## src/rtl/ktss_pkg.sv

```systemverilog
// Package for the k-th smallest threshold selector.
// Holds sizes, item structs, the cell link struct and the sequencer states.
// No dependencies.
package ktss_pkg;

	localparam int MAX_ENTRIES = 64;
	localparam int DIST_W      = 32;
	localparam int IDX_W       = $clog2(MAX_ENTRIES);
	localparam int CNT_W       = $clog2(MAX_ENTRIES + 1);
	localparam int RC_W        = 7;

	typedef struct packed {
		logic [DIST_W-1:0] distance;
		logic              last;
	} in_item_t;

	typedef struct packed {
		logic [IDX_W-1:0]  index;
		logic [DIST_W-1:0] threshold;
		logic              valid_res;
		logic              overflow;
		logic              end_of_run;
	} out_item_t;

	// what a sorted cell shows its right-hand neighbor
	typedef struct packed {
		logic              gt;
		logic [DIST_W-1:0] val;
	} link_t;

	typedef enum logic [2:0] {
		S_IDLE,
		S_THRESH,
		S_READ,
		S_CHECK,
		S_EMPTY
	} state_t;

endpackage

```

## src/rtl/ktss_cell.sv

```systemverilog
// One insertion cell of the sorted chain.
// Depends on ktss_pkg (link_t, DIST_W).
module ktss_cell (
	input  logic                       clk,
	input  logic                       ins_en,
	input  logic                       occ,
	input  logic [ktss_pkg::DIST_W-1:0] din,
	input  ktss_pkg::link_t            left,
	output ktss_pkg::link_t            link
);

	logic [ktss_pkg::DIST_W-1:0] val_q;
	logic                        gt;

	assign gt        = occ && (val_q > din);
	assign link.gt   = gt;
	assign link.val  = val_q;

	// left neighbor larger: shift it in; else the new item lands here if we are
	// larger or empty. Unoccupied cells may pick up junk; it is never read.
	always_ff @(posedge clk) begin
		if (ins_en) begin
			if (left.gt) begin
				val_q <= left.val;
			end else if (gt || !occ) begin
				val_q <= din;
			end
		end
	end

endmodule

```

## config.mk

```make
export PLATFORM = sky130hd
export DESIGN_NAME = ktss_cell
export DESIGN_NICKNAME = d
export VERILOG_FILES = /design/src/rtl/ktss_pkg.sv /design/src/rtl/ktss_cell.sv
export SDC_FILE = /design/constraint.sdc
export NUM_CORES = 1
export LEC_CHECK = 0
export BUFFER_PORTS_ARGS = -buffer_cell sky130_fd_sc_hd__buf_2
export CAP_MARGIN = 10
export CORE_MARGIN = 8
export CORE_UTILIZATION = 42
export CTS_CLUSTER_SIZE = 12
export DETAILED_ROUTE_END_ITERATION = 8
export HOLD_SLACK_MARGIN = 0.03
export PLACE_DENSITY = 0.74
export SKIP_CTS_REPAIR_TIMING = 1
export SYNTH_ARGS = -nofsm -noshare
export SYNTH_HDL_FRONTEND = slang
export SYNTH_SLANG_ARGS = --single-unit
```

## constraint.sdc

```tcl
create_clock -name clk -period 3.7 [get_ports clk]
set_clock_uncertainty 0.05 [all_clocks]
set_input_delay 0.185 -clock clk [delete_from_list [all_inputs] [get_ports clk]]
set_output_delay 0.185 -clock clk [all_outputs]
set_load 0.02 [all_outputs]
```

==> impl_metrics.json <==
{
  "rows": 26,
  "drive_gt1_frac": 0.358,
  "clk_latency_ns": 0.29,
  "post-route-util": 0.561,
  "numCtsBuffers": 5,
  "drv_cap": 0,
  "nNetsFinal": 420,
  "ff2ff_path_depth": 6,
  "cts_buffer_depth": 2,
  "synth_flop_cell": "edfxtp_1",
  "yosys-top-cells-area": "edfxtp_1, ha_1, o21ai_0",
  "cp-end-kind": "register",
  "grt_max_degree": 65,
  "drtPass1Iterations": 4,
  "fin_area_sq_mm": 0.00283,
  "dieArea_sq_mm": 0.00771,
  "slew_violations": 0,
  "slowest_stage": "a2111oi_0",
  "regArea_sq_um": 961,
  "drc": 0,
  "max_freq_ghz": 0.370,
  "ir_worst_vdd_mv": 0.179,
  "hold_end": "val_q[26]",
  "grt_pass1_vias": 2058,
  "rsz0062_at_grt": "no",
  "wl_um": 5770,
  "synth_most_common_cell": "nand2_1",
  "wl_per_cell_um": 14.8,
  "clk_transition_reported_paths_ns": 0.07,
  "critPathKind": "register to register",
  "place_hpwl_um": 4710,
  "synth-seq-area-share": 0.444,
  "gp_congestion": 0.746,
  "cpPeakStageDelay_ns": 0.44,
  "ys_warn_count": 0,
  "yosysTopAreaCellShare": 0.444,
  "die_w_um": 87.8,
  "p_leak_nw": 1.42,
  "finalHoldViolCount": 0,
  "dr_total_vias": 1873,
  "start_kind": "register",
  "die_h_um": 87.8,
  "worstPathArrival_ns": 2.61,
  "crit_required_ns": 3.61,
  "via_per_inst": 4.79,
  "largest_register_ffs": 32,
  "period_share": 0.730,
  "clock_sinks": 32,
  "htreeDepth": 2,
  "io_buffers": 100,
  "hold_ws_ns": 0.120,
  "synth_edf_count": 32,
  "drt_iter0_markers": 45,
  "path_max_fanout": 21,
  "core_sq_mm": 0.00504,
  "syn_area_sq_mm": 0.00217,
  "hold_path_class": "input pin to register",
  "pre_cts_slack_ns": 1.02,
  "period_needed_ns": 2.70,
  "syn_area_per_cell_sq_um": 9.89,
  "setup_violations": 0,
  "r2r-end": "val_q[3]",
  "ios": 101,
  "r2r-start": "val_q[23]",
  "ys_types": 29,
  "reg2reg_slack_ns": 1.00,
  "status": "completed",
  "ys_top_cells_by_count": "nand2_1, edfxtp_1, ha_1, inv_1, o21ai_0",
  "path_cells": "ha_1 -> nand4_2 -> a2111oi_0 -> nor3_1 -> a31oi_4 -> buf_4",
  "grt.total_usage": 0.155,
  "slew-limit-headroom": 0.649,
  "detail-route-antenna-nets": 0,
  "ys_seq_elements": 32,
  "cts_tree": "built",
  "yosysTopAreaCell": "edfxtp_1",
  "start_util": 0.430,
  "worstMarginPinSlew_ns": 0.526,
  "n_antenna_cell": 0,
  "largestRegisters": "val_q: 32 flops",
  "cts-root-buf": "clkbuf_8",
  "top_register": "val_q",
  "fin_tns_setup_ns": 0,
  "holdCritStartpoint": "left[26]",
  "synth_nets": 319,
  "setup_ws_ns": 1.00,
  "powerDensity_mw_per_mm2": 342,
  "hold-path-cell-count": 3,
  "multi_input_area_sq_mm": 0.00107,
  "nFillCells": 464,
  "async_flop_share": 0,
  "post_synth_inst_count": 219,
  "syn2layout_area_growth_pct": 30.7,
  "grt_pass1_wl_um": 9360,
  "antenna_found_initial": 0,
  "gr-total-overflow": 0,
  "post_dp_cell_area_sq_mm": 0.00275
}
==> through the flow <==
step	total power, mW	cells
after CTS	0.977	391
after detailed placement	0.715	383
after global placement	0.706	383
after global routing	1.02	391
final	0.967	391
after floorplan	0.617	219
==> cells in the final DEF (no fill, tap or decap), drive strengths merged <==
master	instances
nor2b	2
inv	32
a21oi	12
clkinv	1
nand4	9
nor4	2
a211oi	1
buf	102
a2111oi	2
clkbuf	7
o31ai	1
nor3	1
nand2	37
o211ai	2
nand3	5
a221o	1
nor2	1
a21o	4
o21a	1
o21ai	32
edfxtp	32
a31oi	1
mux2	1
ha	32
==> final cells by class <==
cell class,instances,area share
Clock buffer,7,0.0270
Clock inverter,1,0.00133
Inverter,32,0.0424
Multi-Input combinational cell,147,0.377
Sequential cell,32,0.340
Tap cell,70,0.0309
Timing Repair Buffer,102,0.182
==> report_power, final <==
part	leakage [nW]	switching, mW	internal, mW
combinational	1.07	0.154	0.102
clock	0.0399	0.130	0.131
sequential	0.313	0.0144	0.436
==> kinds of logic (layout without fill, tap and decap cells) <==
kind of cell	after synthesis	in the layout	synth area share
buffers and inverters	40	142	0.0711
flip-flops	32	32	0.444
AO/OA/AOI/OAI	57	57	0.151
AND/OR/NAND/NOR	57	57	0.144
adder cells (fa/ha/maj)	32	32	0.185
multiplexers	1	1	0.00520
==> worst max path at each step <==
stage,depth (start not counted),endpoint,start,slack [ns]
after floorplan,6,val_q[0],val_q[1],0.70
after global placement,6,val_q[3],val_q[27],1.10
after detailed placement,6,val_q[3],val_q[30],1.02
after CTS,6,val_q[3],val_q[30],0.99
after global routing,7,val_q[6],val_q[18],0.82
final,6,val_q[3],val_q[23],1.00
==> critical path, delay by kind of cell (launching register included) <==
family / cells / cell delay (ns)
compound gates: 2 / 0.86
flops: 1 / 0.40
buf+inv: 1 / 0.38
fa+ha+maj: 1 / 0.35
simple gates: 2 / 0.33
==> routing by layer <==
layer / wire length (um) / track usage / up-vias
li1: - / - / 981
met1: 2420 / 0.176 / 835
met2: 2960 / 0.274 / 51
met3: 321 / 0.0413 / 6
met4: 77 / 0.0516 / 0
met5: 0 / 0 / -
(Power assumes the default switching activity.)
